===== config.mk =====
export PLATFORM = sky130hd
export DESIGN_NAME = ffba_ctrl
export DESIGN_NICKNAME = d
export VERILOG_FILES = /design/src/hdl/ffba_pkg.sv /design/src/hdl/ffba_ctrl.sv
export SDC_FILE = /design/constraint.sdc
export NUM_CORES = 1
export LEC_CHECK = 0
export BUFFER_PORTS_ARGS = -buffer_cell sky130_fd_sc_hd__clkbuf_2
export CAP_MARGIN = 40
export CORE_AREA = 2 2 50 52
export CTS_CLUSTER_DIAMETER = 50
export DETAILED_ROUTE_END_ITERATION = 10
export DIE_AREA = 0 0 52 54
export PLACE_DENSITY = 0.71
export SYNTH_ARGS = -nofsm -noshare
export SYNTH_HDL_FRONTEND = slang
export SYNTH_SLANG_ARGS = --single-unit

===== constraint.sdc =====
create_clock -name clk -period 1.8 [get_ports clk]
set_clock_uncertainty 0.15 [all_clocks]
set_input_delay 0 -clock clk [delete_from_list [all_inputs] [get_ports clk]]
set_output_delay 0 -clock clk [all_outputs]
set_load 0.005 [all_outputs]

===== src/hdl/ffba_pkg.sv =====
// ----------------------------------------------------------------------------
// ffba_pkg
// Shared constants, codes and controller/datapath types of the first-fit
// byte allocator.
// ----------------------------------------------------------------------------
package ffba_pkg;

  localparam int HEAP_MAX     = 4096;
  localparam int HEADER_BYTES = 12;
  localparam int FW           = 13;              // width of every count field
  localparam int LANE         = 8;               // map bits per memory word
  localparam int LANE_AW      = $clog2(LANE);
  localparam int MAP_DEPTH    = HEAP_MAX / LANE;
  localparam int MAP_AW       = $clog2(MAP_DEPTH);
  localparam int HEAP_AW      = $clog2(HEAP_MAX);
  localparam int PROD_W       = 2 * FW;
  localparam int NEED_W       = PROD_W + 1;
  localparam int IN_W         = 48;
  localparam int OUT_W        = 48;

  localparam logic [1:0] CMD_ALLOC = 2'd0;
  localparam logic [1:0] CMD_FREE  = 2'd1;
  localparam logic [1:0] CMD_QUERY = 2'd2;

  localparam logic [2:0] ST_OK    = 3'd0;
  localparam logic [2:0] ST_ZERO  = 3'd1;
  localparam logic [2:0] ST_SHORT = 3'd2;
  localparam logic [2:0] ST_NORUN = 3'd3;
  localparam logic [2:0] ST_NOBLK = 3'd4;

  typedef enum logic [10:0] {
    S_CLEAR = 11'b000_0000_0001,
    S_IDLE  = 11'b000_0000_0010,
    S_DEC   = 11'b000_0000_0100,
    S_CHECK = 11'b000_0000_1000,
    S_SCAN  = 11'b000_0001_0000,
    S_HIT   = 11'b000_0010_0000,
    S_MARK  = 11'b000_0100_0000,
    S_SETRD = 11'b000_1000_0000,
    S_SETWR = 11'b001_0000_0000,
    S_POST  = 11'b010_0000_0000,
    S_WAIT  = 11'b100_0000_0000
  } state_t;

  typedef struct packed {
    logic       clr;      // clearing pass step
    logic       take;     // latch a new item
    logic       mult;     // form the payload product
    logic       look;     // read block start and payload size
    logic       grab;     // keep the payload size read back
    logic       hit_act;  // release the block start, set up the clear range
    logic       scan;     // first-fit scan step
    logic       mark;     // map update step
    logic       set_wr;   // write block start and payload size
    logic       rec;      // record a status code
    logic [2:0] code;
    logic       post;     // load the output register
  } cmd_t;

  typedef struct packed {
    logic clr_last;
    logic is_alloc;
    logic is_free;
    logic is_query;
    logic zero_cnt;
    logic short_sp;
    logic hit;
    logic found;
    logic scan_end;
    logic mark_last;
    logic out_free;
  } sts_t;

endpackage


===== src/hdl/ffba_ctrl.sv =====
// ----------------------------------------------------------------------------
// ffba_ctrl
// Sequencer of the allocator: steps one item through decode, scan, map
// update and result posting.
// ----------------------------------------------------------------------------
module ffba_ctrl (
  input  logic            clk,
  input  logic            rst_n,
  input  logic            in_tvalid,
  output logic            in_tready,
  input  ffba_pkg::sts_t  sts,
  output ffba_pkg::cmd_t  cmd
);

  ffba_pkg::state_t state_r, state_nxt;

  assign in_tready = (state_r == ffba_pkg::S_IDLE);

  always_comb begin
    cmd       = '0;
    state_nxt = state_r;
    unique case (state_r)
      ffba_pkg::S_CLEAR: begin
        cmd.clr = 1'b1;
        if (sts.clr_last) begin
          state_nxt = ffba_pkg::S_IDLE;
        end
      end
      ffba_pkg::S_IDLE: begin
        if (in_tvalid) begin
          cmd.take  = 1'b1;
          state_nxt = ffba_pkg::S_DEC;
        end
      end
      ffba_pkg::S_DEC: begin
        if (sts.is_alloc) begin
          if (sts.zero_cnt) begin
            cmd.rec   = 1'b1;
            cmd.code  = ffba_pkg::ST_ZERO;
            state_nxt = ffba_pkg::S_POST;
          end else begin
            cmd.mult  = 1'b1;
            state_nxt = ffba_pkg::S_CHECK;
          end
        end else if (sts.is_free || sts.is_query) begin
          cmd.look  = 1'b1;
          state_nxt = ffba_pkg::S_HIT;
        end else begin
          cmd.rec   = 1'b1;
          cmd.code  = ffba_pkg::ST_NOBLK;
          state_nxt = ffba_pkg::S_POST;
        end
      end
      ffba_pkg::S_CHECK: begin
        if (sts.short_sp) begin
          cmd.rec   = 1'b1;
          cmd.code  = ffba_pkg::ST_SHORT;
          state_nxt = ffba_pkg::S_POST;
        end else begin
          state_nxt = ffba_pkg::S_SCAN;
        end
      end
      ffba_pkg::S_SCAN: begin
        cmd.scan = 1'b1;
        if (sts.found) begin
          state_nxt = ffba_pkg::S_MARK;
        end else if (sts.scan_end) begin
          cmd.rec   = 1'b1;
          cmd.code  = ffba_pkg::ST_NORUN;
          state_nxt = ffba_pkg::S_POST;
        end
      end
      ffba_pkg::S_HIT: begin
        cmd.grab = 1'b1;
        if (!sts.hit) begin
          cmd.rec   = 1'b1;
          cmd.code  = ffba_pkg::ST_NOBLK;
          state_nxt = ffba_pkg::S_POST;
        end else if (sts.is_query) begin
          cmd.rec   = 1'b1;
          cmd.code  = ffba_pkg::ST_OK;
          state_nxt = ffba_pkg::S_POST;
        end else begin
          cmd.hit_act = 1'b1;
          state_nxt   = ffba_pkg::S_MARK;
        end
      end
      ffba_pkg::S_MARK: begin
        cmd.mark = 1'b1;
        if (sts.mark_last) begin
          if (sts.is_alloc) begin
            state_nxt = ffba_pkg::S_SETRD;
          end else begin
            cmd.rec   = 1'b1;
            cmd.code  = ffba_pkg::ST_OK;
            state_nxt = ffba_pkg::S_POST;
          end
        end
      end
      ffba_pkg::S_SETRD: begin
        state_nxt = ffba_pkg::S_SETWR;
      end
      ffba_pkg::S_SETWR: begin
        cmd.set_wr = 1'b1;
        cmd.rec    = 1'b1;
        cmd.code   = ffba_pkg::ST_OK;
        state_nxt  = ffba_pkg::S_POST;
      end
      ffba_pkg::S_POST: begin
        if (sts.out_free) begin
          cmd.post  = 1'b1;
          state_nxt = ffba_pkg::S_IDLE;
        end else begin
          state_nxt = ffba_pkg::S_WAIT;
        end
      end
      ffba_pkg::S_WAIT: begin
        if (sts.out_free) begin
          cmd.post  = 1'b1;
          state_nxt = ffba_pkg::S_IDLE;
        end
      end
      default: begin
        state_nxt = ffba_pkg::S_IDLE;
      end
    endcase
  end

  always_ff @(posedge clk) begin
    if (!rst_n) begin
      state_r <= ffba_pkg::S_CLEAR;
    end else begin
      state_r <= state_nxt;
    end
  end

endmodule


# After elaboration in Yosys (flattened, before gate mapping)
# Index checks and enable logic that the tools add are counted.
totals:
  regBits: 11
  latchBits: 0
  output_inout_bits: 15
  mem_count: 0
  mem_bits_rw: 0
  rom_bits: 0
  elab_cells: 62
  inputBits: 14
classes:
  muxes: 42
  magnitude_cmp: 0
  shift: 0
  reduce_logical: 3
  eq_ne: 16
  n_addsub: 0
  bitwise_logic: 0
  n_div: 0
  mul: 0
op_table:
  columns: ["op", "count"]
  rows:
  - ["one-hot mux 11 bit (11 select lines)", 1]
  - ["2-to-1 mux 11 bit", 8]
  - ["2-to-1 mux 10 bit", 6]
  - ["2-to-1 mux 4 bit", 10]
  - ["one-hot mux 4 bit (6 select lines)", 1]
  - ["2-to-1 mux 1 bit", 14]
  - ["== test 11 x 1 -> 1 bit, second input constant", 1]
  - ["== test 11 x 10 -> 1 bit, second input constant", 1]
  - ["== test 11 bit, second input constant", 1]
  - ["== test 11 x 2 -> 1 bit, second input constant", 1]
  - ["== test 11 x 3 -> 1 bit, second input constant", 1]
  - ["== test 11 x 4 -> 1 bit, second input constant", 1]
  - ["== test 11 x 5 -> 1 bit, second input constant", 1]
  - ["== test 11 x 6 -> 1 bit, second input constant", 1]
  - ["== test 11 x 7 -> 1 bit, second input constant", 1]
  - ["== test 11 x 8 -> 1 bit, second input constant", 1]
  - ["== test 11 x 9 -> 1 bit, second input constant", 1]
  - ["inequality test 2 bit, second input constant", 4]
  - ["AND reduction 5 bit", 1]
  - ["2-to-1 mux 2 bit", 2]
  - ["inequality test 3 bit, second input constant", 1]
  - ["OR reduction 2 bit", 1]
  - ["logical OR 1 bit", 1]

# Logic depth before layout (Yosys ltp)
depth:
  depth_word: 4
  mapped_depth: 7
  ltp_nobuf: 5

# Least setup slack after synthesis
# No wires, ideal clock.
synth_timing:
  path_kind: "reg2reg"
  from: "register state_r[6]"
  to: "register state_r[7]"
  setup_slack_ns: -0.131
  required_ns: 1.534
  t_arrival_ns: 1.665
  setup_time_ns: 0.116
  path_stages_with_launch: 7
  path_cell_list: "dfxtp_1 -> clkbuf_1 -> or4b_4 -> o32ai_1 -> nand2_1 -> and2_1 -> and4_1"
synth_via:
  elab_chain_len: 3
  word_cells_on_any_way: 18
synth_lines:
  columns: ["item", "line_no", "text"]
  rows:
  - ["from (decl)", "ffba_ctrl.sv:15", "ffba_pkg::state_t state_r, state_nxt;"]
  - ["from (signal assigned)", "ffba_ctrl.sv:131", "state_r <= ffba_pkg::S_CLEAR;"]
  - ["from (signal assigned)", "ffba_ctrl.sv:133", "state_r <= state_nxt;"]
  - ["== test 11 x 5 -> 1 bit, or another cell as far along", "ffba_ctrl.sv:22", "unique case (state_r)"]
  - ["inequality test 3 bit (no line) or inequality test 2 bit (tied branches)", null, null]
  - ["AND reduction 5 bit (no line)", null, null]
# Parallel ways exist; a longest one is shown, timed or not.
# A chain may end at the register's enable or synchronous reset.

==> tab_implementation.tex <==
\begin{tabular}{lr}
\hline
Metric & Value \\
\hline
\multicolumn{2}{l}{\textbf{Placed design}} \\
Port bufs & 28 \\
Half-perimeter wire length after detailed placement & between 2 and 2.5 mm \\
Routability congestion estimate & 0.9186 \\
Placement Cell Area & 1279 um\^{}2 \\
\multicolumn{2}{l}{\textbf{Floorplan}} \\
Total die area & around 2800 um\^{}2 \\
Placeable core region & between 2000 and 2500 um\^{}2 \\
Floorplan row count & 18 \\
Width of the die & 52 um \\
Top-level I/O count & 29 \\
Overall die height & 54 um \\
Initial cell density of the core & 0.4132 \\
\multicolumn{2}{l}{\textbf{Worst hold path}} \\
Endpoint, Worst Hold & state\_r[5]\$\_SDFFE\_PN0P\_ \\
Hold Path Stages & 4 \\
Path class of the lowest-slack min-delay path & in2reg \\
Hold path startpoint & sts[8] \\
\multicolumn{2}{l}{\textbf{GRT}} \\
GR Util All Layers & 0.2589 \\
First-pass GRT wire length & 5.161 mm \\
Grt ovf & 0 \\
Antenna violations before repair & 0 \\
Largest net degree at the start of global routing & 12 \\
Vias in the first global route & 1164 \\
\multicolumn{2}{l}{\textbf{Route}} \\
Post-route met1 wirelength & around 1.3 mm \\
Top Metal Used & met4 \\
Detailed router's first-iteration violation count & 12 \\
Met2 wire len & 1.866 mm \\
Post-route DRC violation count & 0 \\
DR vias & 1185 \\
Number of nets with antenna violations after routing & 0 \\
Detailed Routing Iterations Pass 1 & 6 \\
Via density per instance & 5.670 \\
Routed wire length on met3 & 123 um \\
Overall routed net length & 3.366 mm \\
Mean routed wirelength per cell & between 15 and 20 um \\
\multicolumn{2}{l}{\textbf{Critical path}} \\
Destination of the worst register-to-register timing path & state\_r[7]\$\_SDFFE\_PN0P\_ \\
Register-to-register path setup slack & -0.25 ns \\
Cell depth of the worst flop-to-flop path & 8 \\
Crit path arrival time & 1.92 ns \\
Setup crit start kind & flop \\
Required time worst endpoint & 1.65 ns \\
Path type of the worst setup path & reg2out \\
R2R Path Start & state\_r[0]\$\_SDFFE\_PN1P\_ \\
Endpoint type of the worst setup path & output port \\
Maximum fanout count along the critical path & 6 \\
\multicolumn{2}{l}{\textbf{Timing}} \\
Shortest period the worst path allows & $\sim$2.1 ns \\
Unrepaired setup endpoints after global routing & yes \\
Relative slew slack & 0.7133 \\
Minimum hold slack & 0.0008038 ns \\
Final worst-path cycle share & 1.149 \\
Fin worst setup slack & -0.2684 ns \\
Max frequency & just under 500 MHz \\
Pins Over Slew Limit & 0 \\
Setup violations, final & 18 \\
Final hold violation count & 0 \\
Transition at the pin with the smallest max-transition slack & 0.4268 ns \\
\multicolumn{2}{l}{\textbf{Power and ir drop}} \\
Leakage power & 0.7622 nW \\
Pwr per Cell Area & 379.9 nW/um\^{}2 \\
Largest voltage drop on the vdd net & 344.2 uV \\
\multicolumn{2}{l}{\textbf{Clocking}} \\
Clock Latency Late Sink & about 0.27 ns \\
TritonCTS clock tree & built \\
Clock sink total & 11 \\
Root buffer cell & sky130\_fd\_sc\_hd\_\_clkbuf\_4 \\
CTS Buf Count & 3 \\
Max Root-Sink Buffers & 2 \\
Clk slew on worst S/H paths & 0.08 ns \\
Number of H-tree branching levels & 1 \\
\multicolumn{2}{l}{\textbf{Final layout}} \\
Fraction of final layout cells with drive strength greater than 1 & 0.5978 \\
Top reg by flops & state\_r \\
Final Core Density & 0.7384 \\
Antenna cell count & 0 \\
Total non-filler cell area in the finished layout & 1713 um\^{}2 \\
Relative area change from synthesis to final layout & 78.72\% \\
Max FFs per register & 11 \\
Final net count & 194 \\
Most common cell after layout, fill and taps aside & sky130\_fd\_sc\_hd\_\_buf\_4 \\
Most frequent cells in the layout & sky130\_fd\_sc\_hd\_\_buf\_4, sky130\_fd\_sc\_hd\_\_clkbuf\_2, sky130\_fd\_sc\_hd\_\_buf\_6 \\
Leading registers by flop count & state\_r x11 \\
\multicolumn{2}{l}{\textbf{Yosys}} \\
Net count after synthesis & between 100 and 150 \\
Area of the mapped netlist & 958.4 um\^{}2 \\
Synthesis-stage register bit count & 11 \\
Number of standard cells after synthesis & 114 \\
Count of warnings emitted by yosys & 0 \\
Average cell area after synthesis & 8.407 um\^{}2 \\
Number of different library cells in the post-synthesis netlist & between 40 and 50 \\
Synth Flop Type & sky130\_fd\_sc\_hd\_\_dfxtp\_1 \\
Number of enable-type register cells in the synthesized netlist & 0 \\
Sequential-to-total area share from yosys stat & 0.2298 \\
Share of async-settable or async-resettable flops after synthesis & 0 \\
\multicolumn{2}{l}{\textbf{Outcome}} \\
Result of the run & finished with violations \\
Violated checks & setup timing \\
\multicolumn{2}{l}{\textbf{Job}} \\
Max\_cap viols & 0 \\
\hline
\end{tabular}
## how the worst max path moves through the flow
stage	endpoint	slack, ns	cells after the start	start
3_3_place_gp	state_r[7]$_SDFFE_PN0P_	-0.12	5	state_r[1]$_SDFFE_PN0P_
4_1_cts	cmd[3]	-0.26	5	state_r[0]$_SDFFE_PN1P_
2_1_floorplan	state_r[7]$_SDFFE_PN0P_	-0.09	7	state_r[8]$_SDFFE_PN0P_
3_5_place_dp	state_r[6]$_SDFFE_PN0P_	-0.13	6	state_r[0]$_SDFFE_PN1P_
6_report	cmd[8]	-0.27	4	state_r[2]$_SDFFE_PN0P_
5_1_grt	cmd[8]	-0.34	5	state_r[0]$_SDFFE_PN1P_
## cell usage after synthesis, types with 2 or more instances
cell type	count	area share
sky130_fd_sc_hd__or3_1	4	0.026
sky130_fd_sc_hd__nand2_1	3	0.012
sky130_fd_sc_hd__nor2_1	4	0.016
sky130_fd_sc_hd__a41o_1	2	0.021
sky130_fd_sc_hd__o21ai_0	9	0.047
sky130_fd_sc_hd__nor4_1	5	0.033
sky130_fd_sc_hd__buf_6	2	0.023
sky130_fd_sc_hd__or4b_1	2	0.021
sky130_fd_sc_hd__and2_1	7	0.046
sky130_fd_sc_hd__nor4_2	2	0.026
sky130_fd_sc_hd__and4_1	3	0.027
sky130_fd_sc_hd__inv_1	4	0.016
sky130_fd_sc_hd__dfxtp_1	11	0.23
sky130_fd_sc_hd__nor2_2	2	0.013
sky130_fd_sc_hd__clkbuf_1	3	0.012
sky130_fd_sc_hd__nand3_1	2	0.010
sky130_fd_sc_hd__nor3_1	5	0.026
sky130_fd_sc_hd__nand2b_1	3	0.020
sky130_fd_sc_hd__buf_2	6	0.031
sky130_fd_sc_hd__or3b_1	2	0.018
sky130_fd_sc_hd__and3_1	2	0.013
sky130_fd_sc_hd__nor4b_1	2	0.018
sky130_fd_sc_hd__o32ai_1	2	0.018
sky130_fd_sc_hd__xor2_1	3	0.027
sky130_fd_sc_hd__or4_4	2	0.023
sky130_fd_sc_hd__nor2b_1	2	0.013
## cell families after synthesis
family,count (synthesis),synth area share
simple gates,64,0.5013
xor+xnor,4,0.03656
compound gates,20,0.1501
flops,11,0.2298
buf+inv,15,0.08224
## stage by stage
step / TNS, ns / power [mW] / setup WS [ns] / instances
final: -3.062 / 0.6508 / -0.2684 / 209
after global routing: -4.713 / 0.6845 / -0.3369 / 209
after CTS: -3.056 / 0.6391 / -0.2613 / 208
after detailed placement: -1.146 / 0.4090 / -0.1324 / 185
after global placement: -0.8238 / 0.4042 / -0.1202 / 185
after floorplan: -0.3775 / 0.3499 / -0.09055 / 114
## what timing repair did
| item | CTS | global route |
|---|---|---|
| setup buffers | 11 | 2 |
| hold buffers | 8 | 0 |
| endpoints found under the setup margin | 26 | 24 |
| hold endpoints to repair | 11 | 0 |
| pin swaps | 10 | 8 |
| gates resized for setup | 38 | 15 |
## critical path, stage by stage, from the launching register on
cell and delay, ns:
sky130_fd_sc_hd__dfxtp_1 0.36, sky130_fd_sc_hd__or4_4 0.62, sky130_fd_sc_hd__or3_4 0.39, sky130_fd_sc_hd__nor2b_4 0.14
sky130_fd_sc_hd__clkbuf_2 0.13
## metal layers
layer	track usage	up-vias
li1	-	556
met4	0.09649	0
met1	0.2580	568
met2	0.5295	47
met5	0	-
met3	0.04167	14
## area by class of cell
cell class	instances	area [um^2]
Inverter	4	15.01
Clock buffer	4	26.28
Timing Repair Buffer	72	550.5
Multi-Input combinational cell	88	850.8
Sequential cell	11	232.7
Tap cell	30	37.54
Fill cell	168	606.8
## where the power goes
group	switching, mW	internal, mW
Sequential	0.00779	0.247
Combinational	0.0982	0.116
Clock	0.0962	0.0859
(Power assumes the default switching activity.)
